[src/arp_pkg.sv]
`timescale 1ns / 1ps

package arp_pkg;

    // relocation type codes, standard arm elf numbering
    localparam logic [7:0] RC_NONE     = 8'd0;
    localparam logic [7:0] RC_ABS32    = 8'd2;
    localparam logic [7:0] RC_REL32    = 8'd3;
    localparam logic [7:0] RC_THM_CALL = 8'd10;
    localparam logic [7:0] RC_CALL     = 8'd28;
    localparam logic [7:0] RC_JUMP24   = 8'd29;
    localparam logic [7:0] RC_TARGET1  = 8'd38;
    localparam logic [7:0] RC_V4BX     = 8'd40;
    localparam logic [7:0] RC_TARGET2  = 8'd41;
    localparam logic [7:0] RC_PREL31   = 8'd42;
    localparam logic [7:0] RC_MOVW     = 8'd43;
    localparam logic [7:0] RC_MOVT     = 8'd44;
    localparam logic [7:0] RC_THM_MOVW = 8'd47;
    localparam logic [7:0] RC_THM_MOVT = 8'd48;

    localparam logic [31:0] V4BX_KEEP_MASK = 32'hf000000f;
    localparam logic [31:0] V4BX_MOV_PC_LR = 32'h01a0f000;

    typedef enum logic [2:0] {
        ST_WRITE   = 3'd0,
        ST_NOOP    = 3'd1,
        ST_UNKNOWN = 3'd2,
        ST_RANGE   = 3'd3,
        ST_BEYOND  = 3'd4
    } t_status;

    typedef struct packed {
        logic [7:0]  reloc_code;
        logic [31:0] addend;
        logic [31:0] sym_addr;
        logic [31:0] seg_addr;
        logic [31:0] patch_offset;
        logic [31:0] seg_file_size;
        logic [31:0] old_word;
    } t_reloc;

    typedef struct packed {
        logic [31:0] patch_address;
        logic [31:0] new_word;
        t_status     status;
    } t_patch;

endpackage

[src/arp_patch_calc.sv]
`timescale 1ns / 1ps

module arp_patch_calc (
    input  arp_pkg::t_reloc i_reloc,
    output arp_pkg::t_patch o_patch
);

    logic [31:0]       place;
    logic [31:0]       absv;
    logic [31:0]       rel;
    logic [15:0]       hi;
    logic [15:0]       lo;
    logic [15:0]       imm;
    logic [15:0]       nh;
    logic [15:0]       nl;
    logic              sg;
    logic              j1;
    logic              j2;
    logic              thm_ok;
    logic              arm_ok;
    logic              beyond;
    logic [31:0]       val;
    arp_pkg::t_status  st;

    assign place = i_reloc.seg_addr + i_reloc.patch_offset;
    assign absv  = i_reloc.sym_addr + i_reloc.addend;
    assign rel   = absv - place;
    assign hi    = i_reloc.old_word[15:0];
    assign lo    = i_reloc.old_word[31:16];

    // signed reach: +-(2^24 - 1) thumb, +-(2^25 - 1) arm
    assign thm_ok = (rel[31:24] == 8'h00) || ((rel[31:24] == 8'hff) && (rel[23:0] != 24'd0));
    assign arm_ok = (rel[31:25] == 7'h00) || ((rel[31:25] == 7'h7f) && (rel[24:0] != 25'd0));

    // 33-bit compare, no wrap on offset + 4
    assign beyond = ({1'b0, i_reloc.patch_offset} + 33'd4) > {1'b0, i_reloc.seg_file_size};

    assign sg = rel[24];
    assign j1 = sg ^ ~rel[23];
    assign j2 = sg ^ ~rel[22];

    always_comb begin
        if (i_reloc.reloc_code == arp_pkg::RC_MOVT ||
            i_reloc.reloc_code == arp_pkg::RC_THM_MOVT) begin
            imm = absv[31:16];
        end else begin
            imm = absv[15:0];
        end
    end

    always_comb begin
        val = i_reloc.old_word;
        st  = arp_pkg::ST_WRITE;
        nh  = hi;
        nl  = lo;
        case (i_reloc.reloc_code)
            arp_pkg::RC_NONE: begin
                st = arp_pkg::ST_NOOP;
            end
            arp_pkg::RC_V4BX: begin
                val = (i_reloc.old_word & arp_pkg::V4BX_KEEP_MASK) | arp_pkg::V4BX_MOV_PC_LR;
            end
            arp_pkg::RC_ABS32, arp_pkg::RC_TARGET1: begin
                val = absv;
            end
            arp_pkg::RC_REL32, arp_pkg::RC_TARGET2: begin
                val = rel;
            end
            arp_pkg::RC_THM_CALL: begin
                if (!thm_ok) begin
                    st = arp_pkg::ST_RANGE;
                end else begin
                    nh  = {hi[15:11], sg, rel[21:12]};
                    nl  = {lo[15:14], j1, lo[12], j2, rel[11:1]};
                    val = {nl, nh};
                end
            end
            arp_pkg::RC_CALL, arp_pkg::RC_JUMP24: begin
                if (!arm_ok) begin
                    st = arp_pkg::ST_RANGE;
                end else begin
                    val = {i_reloc.old_word[31:24], rel[25:2]};
                end
            end
            arp_pkg::RC_PREL31: begin
                val = {i_reloc.old_word[31], rel[30:0]};
            end
            arp_pkg::RC_MOVW, arp_pkg::RC_MOVT: begin
                val = {i_reloc.old_word[31:20], imm[15:12], i_reloc.old_word[15:12], imm[11:0]};
            end
            arp_pkg::RC_THM_MOVW, arp_pkg::RC_THM_MOVT: begin
                nh  = {hi[15:11], imm[11], hi[9:4], imm[15:12]};
                nl  = {lo[15], imm[10:8], lo[11:8], imm[7:0]};
                val = {nl, nh};
            end
            default: begin
                st = arp_pkg::ST_UNKNOWN;
            end
        endcase
        if (st == arp_pkg::ST_WRITE && beyond) begin
            st = arp_pkg::ST_BEYOND;
        end
    end

    assign o_patch.patch_address = place;
    assign o_patch.new_word      = (st == arp_pkg::ST_WRITE) ? val : i_reloc.old_word;
    assign o_patch.status        = st;

endmodule

[src/arm_relocation_patcher_top.sv]
`timescale 1ns / 1ps

// arm relocation patcher: takes one decoded arm elf relocation per item and
// returns the patch address, the patched word and a status. an item is taken
// at every edge where start is high; busy is always low, so items may stream
// one per cycle with no gaps. each result passes through the input register and
// the result register, then appears on o_patch_address / o_new_word / o_status
// for exactly one cycle with o_done high; there is no way to stall it, so the
// receiver must take it then. these two registers sit on either side of one
// combinational pass (two chained 32-bit adds, range and bounds compares, field
// muxing). status: 0 write, 1 no-op, 2 unknown code, 3 branch out of range, 4
// patch beyond segment; on any status other than write, o_new_word repeats the
// old word unchanged so the write can simply be suppressed.

module arm_relocation_patcher_top (
    input  logic        i_clk,
    input  logic        i_rst_n,
    input  logic        start,
    output logic        busy,
    input  logic [7:0]  i_reloc_code,
    input  logic [31:0] i_addend,
    input  logic [31:0] i_sym_addr,
    input  logic [31:0] i_seg_addr,
    input  logic [31:0] i_patch_offset,
    input  logic [31:0] i_seg_file_size,
    input  logic [31:0] i_old_word,
    output logic        o_done,
    output logic [31:0] o_patch_address,
    output logic [31:0] o_new_word,
    output logic [2:0]  o_status
);

    // input stage
    logic            r_in_valid;
    arp_pkg::t_reloc r_reloc;

    // result stage
    logic            r_out_valid;
    arp_pkg::t_patch r_patch;
    arp_pkg::t_patch n_patch;

    // no internal backpressure: every cycle can take a new item
    assign busy = 1'b0;

    always_ff @(posedge i_clk) begin
        if (!i_rst_n) begin
            r_in_valid  <= 1'b0;
            r_out_valid <= 1'b0;
        end else begin
            r_in_valid  <= start && !busy;
            r_out_valid <= r_in_valid;
        end
    end

    // payload registers, no reset needed
    always_ff @(posedge i_clk) begin
        if (start && !busy) begin
            r_reloc.reloc_code    <= i_reloc_code;
            r_reloc.addend        <= i_addend;
            r_reloc.sym_addr      <= i_sym_addr;
            r_reloc.seg_addr      <= i_seg_addr;
            r_reloc.patch_offset  <= i_patch_offset;
            r_reloc.seg_file_size <= i_seg_file_size;
            r_reloc.old_word      <= i_old_word;
        end
        if (r_in_valid) begin
            r_patch <= n_patch;
        end
    end

    // all per-relocation math in one pass
    arp_patch_calc u_calc (
        .i_reloc (r_reloc),
        .o_patch (n_patch)
    );

    assign o_done          = r_out_valid;
    assign o_patch_address = r_patch.patch_address;
    assign o_new_word      = r_patch.new_word;
    assign o_status        = r_patch.status;

endmodule

[config.mk]
export PLATFORM = sky130hd
export DESIGN_NAME = arm_relocation_patcher_top
export DESIGN_NICKNAME = d
export VERILOG_FILES = /design/src/arp_pkg.sv /design/src/arp_patch_calc.sv /design/src/arm_relocation_patcher_top.sv
export SDC_FILE = /design/constraint.sdc
export NUM_CORES = 1
export LEC_CHECK = 0
export BUFFER_PORTS_ARGS = -buffer_cell sky130_fd_sc_hd__buf_2
export CORE_UTILIZATION = 40
export DETAILED_ROUTE_END_ITERATION = 10
export SYNTH_ARGS = -nofsm -noshare
export SYNTH_HDL_FRONTEND = slang
export SYNTH_SLANG_ARGS = --single-unit
[constraint.sdc]
create_clock -name i_clk -period 7.7 [get_ports i_clk]
set_input_delay 2.31 -clock i_clk [delete_from_list [all_inputs] [get_ports i_clk]]
set_output_delay 2.31 -clock i_clk [all_outputs]
set_load 0.05 [all_outputs]
# After elaboration in Yosys (flattened, before gate mapping)
# Index checks and enable logic that the tools add are counted.
# W data, S select, Z words.
# classes
n_bitwise,4
addsub,4
mux,9
n_lt_le_gt_ge,1
n_eq_ne,15
reduce_logical,19
# op_table
cell,n
$pmux W32 S8,1
$add A32 B32 Y32,2
$eq A8 B6 Y1 const B,8
$add A32 B3 Y33 const B,1
$gt A33 B32 Y1,1
$mux W32,1
$sub A32 B32 Y32,1
$mux W30,1
$reduce_bool A25 Y1,1
$mux W24,1
$reduce_bool A24 Y1,1
$eq A8 B2 Y1 const B,2
$eq A8 B5 Y1 const B,2
$logic_not A8 Y1,2
$mux W16,1
$pmux W3 S4,1
$reduce_or A10 Y1,1
$reduce_or A2 Y1,5
$eq A8 B4 Y1 const B,1
$eq A8 B8 Y1 const B,1
$eq A7 B7 Y1 const B,1
$logic_not A7 Y1,1
$logic_not A3 Y1,2
$mux W2,2
other kinds (5),11
# word_totals
output_inout_bits,69
register_bits,269
wordCells,64

# Logic depth before layout (Yosys ltp)
# logic_depth
word_depth,12
mapped_depth,31

# By module
# From an unflattened synthesis, not the netlist that was laid out.
# unflattened
cells_unflattened,1472
area_unflattened_um2,16221.8
# modules_own_cells
module,area_each_um2,cells_each,n_inst,seq_area_each_um2
arp_patch_calc,8140.3,1199,1,0.0
arm_relocation_patcher_top,8081.5,273,1,8057.7

# Worst setup path before layout
# No wires, ideal clock.
# synth_timing
path_kind,reg2reg
startpoint,register r_reloc[64] (netlist bit)
endpoint,"register r_patch (netlist bit o_new_word[23]), data pin"
setup_slack_ps,1355
t_arrival_ps,6085
n_path_buf,2
synth_period_minus_slack_ps,6345
path_stages_with_launch,30
required_ps,7440
path_cell_list,edfxtp_1 > ha_1 > fa_1 > a21o_1 > a21oi_1 > o21bai_1 > a21oi_1 > o21ba_2 > o21ai_0 > a21oi_1 > o21ai_0 > a31oi_1 > inv_1 > a21oi_1 > xor2_1 > ha_1 > clkbuf_1 > a21oi_1 > o21ai_0 > a211oi_1 > o21a_1 > nand2_1 > a21o_1 > xor2_1 > or4b_1 > o31a_1 > mux2_4 > o221a_4 > buf_6 > mux2_4
# synth_lines
element,line_no,text
"start, declared",arm_relocation_patcher_top.sv:35,arp_pkg::t_reloc r_reloc;
"end signal, assigned",arm_relocation_patcher_top.sv:67,r_patch <= n_patch;
"end, declared",arm_relocation_patcher_top.sv:39,arp_pkg::t_patch r_patch;

==> impl_metrics.env <==
export IMPL_clock_root_buffer="clkbuf_16"
export IMPL_crit_fanout=17
export IMPL_clkTransAtPathRegs_ps=60
export IMPL_worst_slew_pin_slew_ps=1132
export IMPL_die_w_um=203.0
export IMPL_via_per_inst=5.579
export IMPL_synth_flop_cell="edfxtp_1"
export IMPL_yosys_area_top_type="edfxtp_1"
export IMPL_io_pins=272
export IMPL_first_pass_iters=6
export IMPL_drt_total_wl_um=48440
export IMPL_grt_max_degree=105
export IMPL_num_nets_final=2058
export IMPL_grt_pass1_vias=12217
export IMPL_drtIter0Drc=1180
export IMPL_postCtsSetupBuffers=0
export IMPL_yosysWarnings=0
export IMPL_design_core_area_um2=39820
export IMPL_synth_edff_count=267
export IMPL_synth_area_leaders="edfxtp_1 (50%), ha_1 (9.8%), xnor2_1 (4.2%)"
export IMPL_slew_headroom_pct=24.01
export IMPL_ant_nets=0
export IMPL_synth_cells=1444
export IMPL_outcome="finished clean"
export IMPL_hp_class="reg -> reg"
export IMPL_grt_usage_pct=23.17
export IMPL_final_cell_area_um2=19150
export IMPL_place_congestion=0.9743
export IMPL_maxSlewViolCount=0
export IMPL_cts_tree="done"
export IMPL_post_cts_resized=0
export IMPL_grt_pass1_wl_um=72190
export IMPL_syn_area_um2=16160
export IMPL_drc_errors=0
export IMPL_fin_skew_ps=11.74
export IMPL_worstSkewPairLatency_ps=590
export IMPL_start_util_pct=40.57
export IMPL_crit_type="reg -> reg"
export IMPL_vdd_drop_max_uv=166.5
export IMPL_clk_path_buf_depth=3
export IMPL_crit_top_cell="a21oi_1"
export IMPL_dpl_cell_area_um2=18130
export IMPL_cpPeakStageDelay_ps=630
export IMPL_whs_ps=543.7
export IMPL_avgRoutedWirePerCell_um=21.28
export IMPL_cp_top_family="compound AO/OA/AOI/OAI gates"
export IMPL_num_rows=73
export IMPL_hpwl_um=37760
export IMPL_synth_cell_types=90
export IMPL_antenna_found_initial=0
export IMPL_avgSynthCellArea_um2=11.19
export IMPL_diodes=0
export IMPL_dr_total_vias=12698
export IMPL_post_synth_top_area_fraction_pct=49.62
export IMPL_synthArstFlopShare_pct=0
export IMPL_setup_violations_final=0
export IMPL_final_hold_viol_count=0
export IMPL_port_buffers=270
export IMPL_numClockSinks=269
export IMPL_htreeDepth=1
export IMPL_path_buf_inv=1
export IMPL_grt_overflow_total=0
export IMPL_start_kind="flip-flop"
export IMPL_ys_ff_latch=269
export IMPL_crit_required_ps=8020
export IMPL_cts_made_buffers=31
export IMPL_synth_nets=1776
export IMPL_power_density_nw_per_um2=304.2
export IMPL_endpoint_kind="flip-flop"
export IMPL_area_growth_pct=18.55
export IMPL_fmax_mhz=138.2
export IMPL_hold_buffers=0
export IMPL_dieHeight_um=203.0
export IMPL_p_leak_nw=7.888
export IMPL_yosysSeqAreaShare_pct=49.87
export IMPL_drive_gt1_share_pct=21.47
export IMPL_fin_cells=2276
export IMPL_crit_arrival_ps=7560
export IMPL_finalCritPeriodShare_pct=93.99
export IMPL_layout_common_cells="buf_2 (269), edfxtp_1 (267), ha_1 (126), a21oi_1 (116), nand2_1 (112)"
export IMPL_critPathSlowestCell="or4b_1"
export IMPL_layout_commonest_cell="buf_2"
export IMPL_die_area_um2=41200
export IMPL_timing_final_crit_period_ps=7237
export IMPL_drv_cap=0
export IMPL_dp_cells=2218
path summary, 6_finish.rpt:
| path | start | to | slack (ps) | cells after the start |
|---|---|---|---|---|
| worst min-delay path | r_reloc[19]$_DFFE_PP_ | o_new_word[19]$_DFFE_PP_ | 540 | 2 |
| worst max-delay path | r_reloc[64]$_DFFE_PP_ | o_new_word[10]$_DFFE_PP_ | 460 | 28 |
| worst max register to register | r_reloc[64]$_DFFE_PP_ | o_new_word[10]$_DFFE_PP_ | 460 | 28 |
| worst min register to register | r_reloc[19]$_DFFE_PP_ | o_new_word[19]$_DFFE_PP_ | 540 | 2 |
kinds of logic after synthesis:
| logic type | synth area share [%] |
|---|---|
| AOI/OAI and AO/OA | 18.38 |
| and+or+nand+nor | 10.79 |
| DFF | 49.87 |
| adders and majority gates | 10.13 |
| buffers and inverters | 3.376 |
| xor gates and xnor gates | 6.427 |
| muxes | 1.007 |
| other | 0.02321 |
state kept, by name (all words and copies together) (netlist names):
| signal | count |
|---|---|
| r_in_valid | 1 |
| o_patch_address | 32 |
| o_new_word | 32 |
| o_done | 1 |
| o_status | 3 |
| r_reloc | 200 |
power breakdown:
group          internal, mW  total (mW)  switching, mW
Combinational         0.830        2.53           1.70
Sequential             1.77        1.83         0.0650
Clock                 0.873        1.47          0.593
Total                  3.47        5.83           2.36
cell usage after synthesis (4+ instances only):
master and n:
or2_2 5, o21a_1 15, a22oi_1 5, a31oi_1 12, o21ai_0 72, nand2_1 112, o31a_1 6, edfxtp_1 267
inv_1 95, o21bai_1 18, a222oi_1 16, mux2i_1 7, xnor2_1 77, o22ai_1 5, a211oi_1 10, and3_1 17
a21oi_1 116, nor3_1 20, o21ai_1 24, nor2b_1 17, and4_1 8, or3_1 4, nand2b_1 13, a2bb2oi_1 4
buf_6 4, nand4_1 11, a221o_1 5, and2_1 13, a221oi_1 14, nor2_1 61, a31o_2 8, xor2_1 37
clkbuf_1 23, a21o_1 42, nor4_1 5, o211ai_1 19, ha_1 126, nand3_1 44, o221ai_1 4, buf_4 5
o2111ai_1 4
worst register-to-register path: cells and delay by family, from the launching register on:
family / cells / cell delay [ps]
AND/OR/NAND/NOR: 3 / 930
buffers and inverters: 1 / 70
flip-flops: 1 / 410
multiplexers: 1 / 330
XOR/XNOR: 2 / 520
adder cells (fa/ha/maj): 3 / 1060
AO/OA/AOI/OAI: 18 / 3690
cell type report:
type | instances | area [um2]
clock buffer | 40 | 809.5
multi-input combinational | 1046 | 7592
inverter | 95 | 356.6
fill | 3752 | 20670
sequential | 269 | 8059
clock inverter | 18 | 197.7
tap | 525 | 656.9
timing repair buffer | 283 | 1483
through the flow:
step,setup TNS [ps],utilization (%),setup slack [ps],power (mW)
2_1_floorplan,0,-,1355,3.509
3_3_place_gp,0,45.52,554.4,4.312
3_5_place_dp,0,45.52,406.0,4.328
4_1_cts,0,48.05,340.4,5.817
5_1_grt,-27.33,48.10,-14.18,6.115
6_report,0,48.10,462.9,5.827
per-layer routing:
metal	global-route usage [%]	wire, um	vias to the layer above	share of wire [%]
met4	7.653	1785	0	3.7
met1	31.40	21260	6034	44
met2	36.80	21610	497	45
met5	0	0	-	0
met3	4.896	3776	110	7.8
li1	-	-	6057	-
Note: power is estimated with default switching activity, not from simulation.
